[config.mk]
export PLATFORM = sky130hd
export DESIGN_NAME = one_wire_rom_search_engine
export DESIGN_NICKNAME = d
export VERILOG_FILES = /design/src/sv/owrs_pkg.sv /design/src/sv/owrs_decide.sv /design/src/sv/owrs_emit.sv /design/src/sv/one_wire_rom_search_engine.sv
export SDC_FILE = /design/constraint.sdc
export NUM_CORES = 1
export LEC_CHECK = 0
export ABC_CLOCK_PERIOD_IN_PS = 9300
export BUFFER_PORTS_ARGS = -buffer_cell sky130_fd_sc_hd__buf_2
export CAP_MARGIN = 20
export CORE_ASPECT_RATIO = 2
export CORE_UTILIZATION = 40
export CTS_CLUSTER_SIZE = 14
export DETAILED_ROUTE_END_ITERATION = 10
export GPL_ROUTABILITY_DRIVEN = 0
export PLACE_DENSITY_LB_ADDON = 0.3
export SETUP_SLACK_MARGIN = 0.3
export SLEW_MARGIN = 30
export SYNTH_ARGS = -nofsm -noshare
export SYNTH_HDL_FRONTEND = slang
export SYNTH_SLANG_ARGS = --single-unit
[constraint.sdc]
create_clock -name clk -period 9.3 [get_ports clk]
set_input_delay 0.465 -clock clk [delete_from_list [all_inputs] [get_ports clk]]
set_output_delay 0.465 -clock clk [all_outputs]
set_load 0.02 [all_outputs]
[src/sv/owrs_pkg.sv]
`timescale 1ns / 1ps
`default_nettype none

package owrs_pkg;

  localparam logic [7:0] CMD_NORMAL_SEARCH = 8'hF0;
  localparam logic [7:0] CMD_ALARM_SEARCH  = 8'hEC;

  typedef enum logic [1:0] {
    OP_START    = 2'd0,
    OP_CONTINUE = 2'd1,
    OP_PRESENCE = 2'd2,
    OP_PAIR     = 2'd3
  } op_t;

  typedef enum logic [1:0] {
    ACT_RESET    = 2'd0,
    ACT_WRITE    = 2'd1,
    ACT_FINISHED = 2'd2,
    ACT_ABORTED  = 2'd3
  } act_t;

  // Kind of result burst one request word turns into
  typedef enum logic [2:0] {
    BK_RESET     = 3'd0,
    BK_ABORT     = 3'd1,
    BK_CMD       = 3'd2,
    BK_WRITE     = 3'd3,
    BK_WRITE_FIN = 3'd4
  } bk_t;

  typedef struct packed {
    op_t        operation;
    logic [7:0] command_code;
    logic       presence;
    logic       id_bit;
    logic       complement_bit;
  } req_t;

  typedef struct packed {
    act_t        action;
    logic        write_value;
    logic        last_of_run;
    logic        found;
    logic [63:0] rom_id;
    logic        all_enumerated;
  } rsp_t;

  typedef struct packed {
    bk_t         kind;
    logic [7:0]  cmd;
    logic        dir;
    logic        found;
    logic [63:0] rom_id;
    logic        all_enumerated;
  } batch_t;

endpackage

`default_nettype wire

[src/sv/owrs_decide.sv]
`timescale 1ns / 1ps
`default_nettype none

module owrs_decide (
  input  wire logic            clk,
  input  wire logic            rst,
  input  wire logic            req_valid,
  output logic                 req_ready,
  input  wire owrs_pkg::req_t  req,
  input  wire logic            batch_ready,
  output logic                 batch_load,
  output owrs_pkg::batch_t     batch
);

  typedef enum logic [1:0] {
    PH_IDLE     = 2'd0,
    PH_PRESENCE = 2'd1,
    PH_PAIR     = 2'd2
  } phase_t;

  logic           held;
  owrs_pkg::req_t held_word;
  logic           fire;
  logic           emit;

  phase_t      phase, phase_next;
  logic [63:0] rom, rom_next;
  logic [7:0]  cmd, cmd_next;
  logic [6:0]  ldp, ldp_next;
  logic [6:0]  lzp, lzp_next;
  logic [6:0]  bitn, bitn_next;
  logic        lds, lds_next;

  logic [6:0]  bn_eff;
  logic [5:0]  pos;
  logic        disc;
  logic        dir;
  logic [63:0] bit_sel;
  logic [63:0] rom_wr;
  logic [6:0]  lzp_wr;

  assign fire      = held && batch_ready;
  assign req_ready = !held || fire;
  assign batch_load = fire && emit;

  // bit slot datapath
  assign bn_eff   = (bitn == 7'd0 || bitn > 7'd64) ? 7'd1 : bitn;
  assign pos      = 6'(bn_eff - 7'd1);
  assign disc     = (held_word.id_bit == held_word.complement_bit);
  assign dir      = !disc ? held_word.id_bit :
                    (bn_eff < ldp) ? rom[pos] : (bn_eff == ldp);
  assign bit_sel  = 64'd1 << pos;
  assign rom_wr   = dir ? (rom | bit_sel) : (rom & ~bit_sel);
  assign lzp_wr   = (disc && !dir) ? bn_eff : lzp;

  always_comb begin
    phase_next = phase;
    rom_next   = rom;
    cmd_next   = cmd;
    ldp_next   = ldp;
    lzp_next   = lzp;
    bitn_next  = bitn;
    lds_next   = lds;
    emit       = 1'b0;
    batch.kind           = owrs_pkg::BK_RESET;
    batch.cmd            = cmd;
    batch.dir            = dir;
    batch.found          = 1'b0;
    batch.rom_id         = rom_wr;
    batch.all_enumerated = lds;
    unique case (held_word.operation)
      owrs_pkg::OP_START: begin
        emit = 1'b1;
        if (held_word.command_code == owrs_pkg::CMD_NORMAL_SEARCH ||
            held_word.command_code == owrs_pkg::CMD_ALARM_SEARCH) begin
          cmd_next   = held_word.command_code;
          ldp_next   = 7'd0;
          lds_next   = 1'b0;
          rom_next   = 64'd0;
          bitn_next  = 7'd1;
          lzp_next   = 7'd0;
          phase_next = PH_PRESENCE;
          batch.kind = owrs_pkg::BK_RESET;
        end else begin
          phase_next = PH_IDLE;
          batch.kind = owrs_pkg::BK_ABORT;
        end
      end
      owrs_pkg::OP_CONTINUE: begin
        if (phase == PH_IDLE) begin
          emit = 1'b1;
          if (lds) begin
            batch.kind = owrs_pkg::BK_ABORT;
          end else begin
            bitn_next  = 7'd1;
            lzp_next   = 7'd0;
            phase_next = PH_PRESENCE;
            batch.kind = owrs_pkg::BK_RESET;
          end
        end
      end
      owrs_pkg::OP_PRESENCE: begin
        if (phase == PH_PRESENCE) begin
          emit = 1'b1;
          if (!held_word.presence) begin
            phase_next = PH_IDLE;
            batch.kind = owrs_pkg::BK_ABORT;
          end else begin
            phase_next = PH_PAIR;
            batch.kind = owrs_pkg::BK_CMD;
          end
        end
      end
      owrs_pkg::OP_PAIR: begin
        if (phase == PH_PAIR) begin
          emit = 1'b1;
          if (held_word.id_bit && held_word.complement_bit) begin
            // no device answered the slot pair
            phase_next = PH_IDLE;
            batch.kind = owrs_pkg::BK_ABORT;
          end else begin
            rom_next  = rom_wr;
            lzp_next  = lzp_wr;
            bitn_next = 7'(bn_eff + 7'd1);
            if (bn_eff == 7'd64) begin
              ldp_next             = lzp_wr;
              lds_next             = (lzp_wr == 7'd0);
              phase_next           = PH_IDLE;
              batch.kind           = owrs_pkg::BK_WRITE_FIN;
              batch.found          = (rom_wr[7:0] != 8'd0);
              batch.all_enumerated = (lzp_wr == 7'd0);
            end else begin
              batch.kind = owrs_pkg::BK_WRITE;
            end
          end
        end
      end
      default: begin
        emit = 1'b0;
      end
    endcase
  end

  always_ff @(posedge clk) begin
    if (rst) begin
      held  <= 1'b0;
      phase <= PH_IDLE;
      rom   <= 64'd0;
      cmd   <= owrs_pkg::CMD_NORMAL_SEARCH;
      ldp   <= 7'd0;
      lzp   <= 7'd0;
      bitn  <= 7'd1;
      lds   <= 1'b0;
    end else begin
      if (req_ready) begin
        held <= req_valid;
      end
      if (fire) begin
        phase <= phase_next;
        rom   <= rom_next;
        cmd   <= cmd_next;
        ldp   <= ldp_next;
        lzp   <= lzp_next;
        bitn  <= bitn_next;
        lds   <= lds_next;
      end
    end
  end

  always_ff @(posedge clk) begin
    if (req_ready && req_valid) begin
      held_word <= req;
    end
  end

`ifndef SYNTH
  a_pair_bitn: assert property (@(posedge clk) disable iff (rst)
    phase == PH_PAIR |-> (bitn >= 7'd1 && bitn <= 7'd64))
    else $error("bit number out of range during pair phase");
  a_last_no_hist: assert property (@(posedge clk) disable iff (rst)
    lds |-> ldp == 7'd0)
    else $error("last device flagged with discrepancy history left");
  a_fin_idle: assert property (@(posedge clk) disable iff (rst)
    batch_load && batch.kind == owrs_pkg::BK_WRITE_FIN |=> phase == PH_IDLE)
    else $error("pass finished but phase not idle");
`endif

endmodule

`default_nettype wire

[src/sv/owrs_emit.sv]
`timescale 1ns / 1ps
`default_nettype none

module owrs_emit (
  input  wire logic              clk,
  input  wire logic              rst,
  input  wire logic              batch_load,
  input  wire owrs_pkg::batch_t  batch,
  output logic                   batch_ready,
  output logic                   rsp_valid,
  input  wire logic              rsp_ready,
  output owrs_pkg::rsp_t         rsp
);

  logic             bvalid;
  owrs_pkg::batch_t b;
  logic [2:0]       idx;
  logic             last_elem;
  logic             take;
  owrs_pkg::rsp_t   word_next;

  always_comb begin
    case (b.kind)
      owrs_pkg::BK_CMD:       last_elem = (idx == 3'd7);
      owrs_pkg::BK_WRITE_FIN: last_elem = (idx == 3'd1);
      default:                last_elem = 1'b1;
    endcase
  end

  assign take        = bvalid && (!rsp_valid || rsp_ready);
  assign batch_ready = !bvalid || (take && last_elem);

  always_comb begin
    word_next.action         = owrs_pkg::ACT_RESET;
    word_next.write_value    = 1'b0;
    word_next.last_of_run    = last_elem;
    word_next.found          = 1'b0;
    word_next.rom_id         = 64'd0;
    word_next.all_enumerated = 1'b0;
    unique case (b.kind)
      owrs_pkg::BK_RESET: begin
        word_next.action = owrs_pkg::ACT_RESET;
      end
      owrs_pkg::BK_ABORT: begin
        word_next.action         = owrs_pkg::ACT_ABORTED;
        word_next.all_enumerated = b.all_enumerated;
      end
      owrs_pkg::BK_CMD: begin
        // command byte goes out lsb first
        word_next.action      = owrs_pkg::ACT_WRITE;
        word_next.write_value = b.cmd[idx];
      end
      owrs_pkg::BK_WRITE: begin
        word_next.action      = owrs_pkg::ACT_WRITE;
        word_next.write_value = b.dir;
      end
      owrs_pkg::BK_WRITE_FIN: begin
        if (idx == 3'd0) begin
          word_next.action      = owrs_pkg::ACT_WRITE;
          word_next.write_value = b.dir;
        end else begin
          word_next.action         = owrs_pkg::ACT_FINISHED;
          word_next.found          = b.found;
          word_next.rom_id         = b.rom_id;
          word_next.all_enumerated = b.all_enumerated;
        end
      end
      default: begin
        word_next.action = owrs_pkg::ACT_RESET;
      end
    endcase
  end

  always_ff @(posedge clk) begin
    if (rst) begin
      bvalid    <= 1'b0;
      idx       <= 3'd0;
      rsp_valid <= 1'b0;
    end else begin
      if (batch_ready) begin
        bvalid <= batch_load;
      end
      if (take) begin
        idx <= last_elem ? 3'd0 : 3'(idx + 3'd1);
      end
      if (take) begin
        rsp_valid <= 1'b1;
      end else if (rsp_ready) begin
        rsp_valid <= 1'b0;
      end
    end
  end

  always_ff @(posedge clk) begin
    if (batch_ready && batch_load) begin
      b <= batch;
    end
    if (take) begin
      rsp <= word_next;
    end
  end

`ifndef SYNTH
  a_idx_idle: assert property (@(posedge clk) disable iff (rst)
    !bvalid |-> idx == 3'd0)
    else $error("burst index left over with no burst held");
  a_idx_range: assert property (@(posedge clk) disable iff (rst)
    bvalid && b.kind != owrs_pkg::BK_CMD |-> idx <= 3'd1)
    else $error("burst index beyond burst length");
  a_fin_last: assert property (@(posedge clk) disable iff (rst)
    rsp_valid && rsp.action == owrs_pkg::ACT_FINISHED |-> rsp.last_of_run)
    else $error("finished word not marked last of run");
`endif

endmodule

`default_nettype wire

[src/sv/one_wire_rom_search_engine.sv]
`timescale 1ns / 1ps
`default_nettype none

// The request word is registered in the decision stage, its burst descriptor in
// the emitter, and each result word in the emitter's output register. A run is
// one result word for most request words, two for the final bit slot of a pass,
// and eight for an answered presence word (one per command bit).
// Reset (rst, synchronous, active high): idle, empty pipeline, history clear.

module one_wire_rom_search_engine (
  input  wire logic             clk,
  input  wire logic             rst,
  input  wire logic             req_valid,
  output logic                  req_ready,
  input  wire owrs_pkg::req_t   req,
  output logic                  rsp_valid,
  input  wire logic             rsp_ready,
  output owrs_pkg::rsp_t        rsp
);

  // Two stages. The decision stage registers the request word, works out
  // the next search state and what burst of results it causes, and hands
  // that burst on as one descriptor. The emitter holds it and plays it out
  // one result word a cycle while rsp_ready allows, through its output
  // register, so a new request can be decided as older results still drain.

  owrs_pkg::batch_t batch;
  logic             batch_load;
  logic             batch_ready;

  // decision: discrepancy history, ROM bits, phase
  owrs_decide u_decide (
    .clk         (clk),
    .rst         (rst),
    .req_valid   (req_valid),
    .req_ready   (req_ready),
    .req         (req),
    .batch_ready (batch_ready),
    .batch_load  (batch_load),
    .batch       (batch)
  );

  // burst playout: reset, abort, eight command bits, write, write+finish
  owrs_emit u_emit (
    .clk         (clk),
    .rst         (rst),
    .batch_load  (batch_load),
    .batch       (batch),
    .batch_ready (batch_ready),
    .rsp_valid   (rsp_valid),
    .rsp_ready   (rsp_ready),
    .rsp         (rsp)
  );

endmodule

`default_nettype wire

# --- Yosys cells after proc, flatten, opt, wreduce, memory -nomap -nowiden ---
# Index checks and enable logic that the tools add are counted.
word_totals:
  word_cells: 169
  out_inout_bits: 72
  input_bits: 17
  reg_bits: 263
op_classes:
  n_reduce_logical: 35
  magnitude_cmp: 4
  n_addsub: 3
  shifts: 1
  bitwise_logic: 7
  n_eq_ne: 24
  mux: 67
op_table:
  columns: ["op", "n"]
  rows:
  - ["$mux W64", 4]
  - ["$pmux W64 S2", 1]
  - ["$mux W7", 15]
  - ["$and A64 B64 Y64", 1]
  - ["$not A64 Y64", 1]
  - ["$or A64 B64 Y64", 1]
  - ["$shl A1 B6 Y64 const A", 1]
  - ["$pmux W7 S3", 2]
  - ["$mux W1", 19]
  - ["$mux W2", 9]
  - ["$mux W3", 6]
  - ["$eq A8 B8 Y1 const B", 2]
  - ["$logic_not A7 Y1", 2]
  - ["$pmux W7 S2", 1]
  - ["$pmux W3 S4", 1]
  - ["$reduce_and A6 Y1", 2]
  - ["$ne A2 B1 Y1 const B", 5]
  - ["$logic_and A1 B1 Y1", 8]
  - ["$pmux W2 S4", 1]
  - ["$reduce_bool A8 Y1", 1]
  - ["$add A7 B1 Y7 const B", 1]
  - ["$eq A7 B7 Y1", 1]
  - ["$eq A7 B7 Y1 const B", 1]
  - ["$gt A7 B7 Y1 const B", 1]
  - ["31 further kinds", 54]

# --- Longest topological paths before layout ---
logic_depth:
  depth_word: 16
  depth_mapped: 21
  ltp_nobuf: 14

# --- By module ---
# Synthesis repeated with hierarchy kept, for this count alone.
unflattened:
  hier_cells: 1180
  hier_area_um2: 12411.9
by_module_without_submodules:
  columns: ["mod", "cells_per_inst", "seq_area_each_um2", "instances", "area_per_inst_um2"]
  rows:
  - ["owrs_decide", 901, 2332.2, 1, 7059.3]
  - ["owrs_emit", 279, 4544.4, 1, 5352.6]

# --- Least setup slack after synthesis ---
# No wires, ideal clock.
synth_timing:
  path_kind: "in2reg"
  from: "in rsp_ready"
  to: "reg u_emit.b[0] in the netlist's numbering, enable pin"
  n_path_buf: 1
  stages: 6
  slack_ps: 1438
  arrival_time_ps: 7320
  required_ps: 8759
  setup_time_ps: 541
  cell_sequence: "nand2b_1 -> and2_1 -> clkbuf_1 -> a21boi_0 -> o21ai_1 -> a21oi_1"
synth_between:
  elab_chain_cells: 7
synth_lines:
  columns: ["item", "line_no", "text"]
  rows:
  - ["from (decl)", "one_wire_rom_search_engine.sv:17", "input wire logic rsp_ready,"]
  - ["$logic_or A1 B1 Y1 *", "owrs_emit.sv:30", "assign take = bvalid && (!rsp_valid || rsp_ready);"]
  - ["$logic_and A1 B1 Y1 *", "owrs_emit.sv:30", null]
  - ["via u_emit.take", "owrs_emit.sv:19", "logic take;"]
  - ["$logic_and A1 B1 Y1 *", "owrs_emit.sv:31", "assign batch_ready = !bvalid || (take && last_elem);"]
  - ["$logic_or A1 B1 Y1 *", "owrs_emit.sv:31", null]
  - ["$logic_and A1 B1 Y1", "owrs_decide.sv:42", "assign fire = held && batch_ready;"]
  - ["$logic_and A1 B1 Y1", "owrs_decide.sv:44", "assign batch_load = fire && emit;"]
  - ["$logic_and A1 B1 Y1 *", "owrs_emit.sv:95", "if (batch_ready && batch_load) begin"]
  - ["to (signal assigned)", "owrs_emit.sv:96", "b <= batch;"]
  - ["to (decl)", "owrs_emit.sv:16", "owrs_pkg::batch_t b;"]
# The timed path passes the listed nets; every way through them passes the cells marked *.
# A chain may end at the register's enable or synchronous reset.

==> results.yml <==
run_status:
  run_status: "finished clean"
grt:
  grt_pass1_vias: 9188
  antenna_found_initial: 0
  grt_max_degree: 88
  grt-ovfl-total: 0
  grt_use_total_pct: 20.2
  grt_pass1_wl_um: 50700
timing:
  period_minus_slack_ns: 5.73
  hold_viol: 0
  fin_setup_tns_ns: 0
  post-route-period-util_pct: 61.6
  max_freq_ghz: 0.174
  worstMarginPinSlew_ns: 0.896
  slew_headroom_pct: 39.7
  clock_skew_ns: 0.0163
  rsz0062_at_grt: "false"
  setup_viol: 0
  maxSlewViolCount: 0
routing:
  antenna_left: 0
  wl_per_cell_um: 19.1
  num_vias: 9532
  drc: 0
  drt_pass1_iterations: 5
  wl_um: 32200
  drt-vias-per-instance: 5.65
  drt-initial-drc-count: 872
layout:
  final-seq-area_um2: 6880
  fillers: 2913
  drive_gt1_share_pct: 17.7
  utilization_pct: 45.4
  final_cells: 1687
  multiInputGateArea_um2: 5200
  antenna_cells: 0
  area_growth_pct: 12.0
  fin_nets: 1288
placement:
  dpl.cell_count: 1643
  dpl.hpwl_um: 21300
  io_buffers: 88
critical_path:
  r2r-end: "u_emit.b[40]$_DFFE_PP_"
  path_class: "reg2reg"
  timing.rr.start: "u_decide.bitn[2]$_SDFFE_PP0P_"
  ff2ff_path_depth: 15
  crit_path_max_incr_delay_ns: 0.67
  startpoint_type: "flop"
  path_max_fanout: 84
  arrival_ns: 5.97
  required_ns: 9.53
  cp_slowest_cell: "o22ai_1"
  reg2reg_slack_ns: 3.57
  cp_cell_sequence: "nor4_4 -> and3_1 -> or3_1 -> clkinv_4 -> ha_1 -> nor2_1 -> a21oi_1 -> o22ai_1 -> a32oi_1 -> o21ai_0 -> o21ai_0 -> a311o_1 -> o21ai_4 -> buf_4 -> o21ai_0"
  cp_common_cell: "o21ai_0"
  endpoint_kind: "flop"
clock_network:
  cts_tree: "built"
  root_buffer: "clkbuf_16"
  clock_latency_ns: 0.53
  post_cts_buffers: 0
  ctsHoldBuffers: 0
  clkTransAtPathRegs_ns: 0.07
  clock_path_buffers: 3
  htreeDepth: 1
  cts_made_buffers: 24
  cts_resized: 0
  cts.sinks: 263
hold_path:
  holdCritPathClass: "in2reg"
  holdCritStartpoint: "req[9]"
  holdPathStages: 1
  holdPathEnd: "u_decide.held_word[9]$_DFFE_PP_"
logic_synthesis:
  synth.top_cells.by_count: "200 x nand2_1, 161 x edfxtp_1, 102 x dfxtp_1, 95 x a21oi_1, 87 x o21ai_0"
  ys_types: 69
  syn_area_um2: 12500
  synth_cells: 1208
  synth.top_cell.area_share_pct: 38.6
  ys_seq_area_share_pct: 54.9
  syn_avg_cell_area_um2: 10.4
  synth_fp_nets: 1245
  synth_edf_count: 161
  synth-warning-count: 0
  synth-async-reset-ratio_pct: 0
  yosysMostFrequentCell: "nand2_1"
  ys_top_cells_by_area: "edfxtp_1 39%, dfxtp_1 16%, nand2_1 6.0%"
  yosys_register_bits: 263
  synth_ff_type: "edfxtp_1"
  yosys.area.top_type: "edfxtp_1"
power_and_ir_drop:
  leakage_nw: 4.86
  p_sw_share_pct: 22.8
  p_int_mw: 1.82
  clockPowerShare_pct: 41.1
  comb_power_share_pct: 5.5
  p_per_area_nw_per_um2: 168
  ir_worst_vdd_uv: 142
  p_switching_mw: 0.538
  power_frac_seq_pct: 53.4
die:
  start_util_pct: 40.6
  die_h_um: 252
  die_area_um2: 32000
  die_x_um: 127
  num_io_pins: 89
  row_count: 91
  coreArea_um2: 30900
run:
  maxCapViolations: 0
## registers in the layout (all words and copies together) (netlist names)
name / count
u_decide.bitn: 7
u_decide.cmd: 8
u_decide.held: 1
u_decide.held_word: 13
u_decide.ldp: 7
u_decide.lds: 1
u_decide.lzp: 7
u_decide.phase: 2
u_decide.rom: 64
u_emit.b: 78
u_emit.bvalid: 1
u_emit.idx: 3
u_emit.rsp: 70
u_emit.rsp_valid: 1
## metal layers
| layer | share of wire, % | GRT usage (%) |
|---|---|---|
| met5 | 0 | 0 |
| met4 | 5.5 | 11.4 |
| met3 | 4.8 | 2.56 |
| met2 | 51 | 35.8 |
| met1 | 38 | 23.3 |
## critical path: cells and delay by family (launching register included)
| kind | cells | cell delay, ns |
|---|---|---|
| simple gates | 4 | 1.19 |
| fa+ha+maj | 1 | 0.43 |
| buf+inv | 2 | 0.93 |
| compound gates | 8 | 2.34 |
| flops | 1 | 0.45 |
## worst max-delay path by stage
stage	to	cells past startpoint	from	slack, ns
floorplan	u_emit.b[0]$_DFFE_PP_	6	rsp_ready	1.44
global placement	u_emit.b[45]$_DFFE_PP_	15	u_decide.bitn[2]$_SDFFE_PP0P_	3.84
detailed placement	u_emit.b[45]$_DFFE_PP_	15	u_decide.bitn[2]$_SDFFE_PP0P_	3.74
CTS	u_emit.b[40]$_DFFE_PP_	15	u_decide.bitn[2]$_SDFFE_PP0P_	3.71
global route	u_emit.b[64]$_DFFE_PP_	15	u_decide.bitn[2]$_SDFFE_PP0P_	3.09
finish	u_emit.b[40]$_DFFE_PP_	15	u_decide.bitn[2]$_SDFFE_PP0P_	3.57
## logic make-up after synthesis
| kind of cell | after synthesis | share of synthesized area, % |
|---|---|---|
| mux | 18 | 1.95 |
| fa+ha+maj | 20 | 2.00 |
| flops | 263 | 54.9 |
| xor+xnor | 7 | 0.490 |
| compound gates | 301 | 15.9 |
| simple gates | 487 | 20.8 |
| buf+inv | 112 | 3.93 |
## power groups by stage
stage	registers [mW]	clock network (mW)	logic, mW
5_1_grt	1.26	1.04	0.142
4_1_cts	1.26	0.995	0.130
3_3_place_gp	1.29	0	0.128
6_report	1.26	0.971	0.131
3_5_place_dp	1.29	0	0.130
2_1_floorplan	1.30	0	0.0821
## per-stage QoR
step	cell area, um^2	setup slack (ns)	total power, mW	hold slack [ns]
finish	14000	3.57	2.36	0.107
global route	14000	3.09	2.44	0.0948
CTS	14000	3.71	2.39	0.0927
detailed placement	13200	3.74	1.42	0.407
global placement	13200	3.84	1.42	0.409
floorplan	12500	1.44	1.38	0.400
## area by class of cell
| type | count | share of cell area, % |
|---|---|---|
| flip-flops and latches | 263 | 49.0 |
| multi-input cells | 833 | 37.1 |
| clock buffers | 40 | 5.29 |
| repair buffers | 101 | 3.91 |
| well taps | 418 | 3.73 |
| inverters | 28 | 0.785 |
| clock inverters | 4 | 0.152 |
## cell usage in the layout, fill, tap and decap left out, drive strengths merged, types with 5 or more instances in the layout
cell    instances
o21ai          89
nor4            8
inv            28
or3b           59
o211ai          6
edfxtp        161
o41ai          64
nor2           35
nand4          12
nand2b          8
or3            13
nand3          27
clkbuf         40
mux4            5
a21oi          96
and3           21
nor3           12
nand2         200
a31oi           8
and2           71
a32o            7
ha             20
dfxtp         102
buf           101
mux2i          12
nor2b           7
Note: power is estimated with default switching activity, not from simulation.
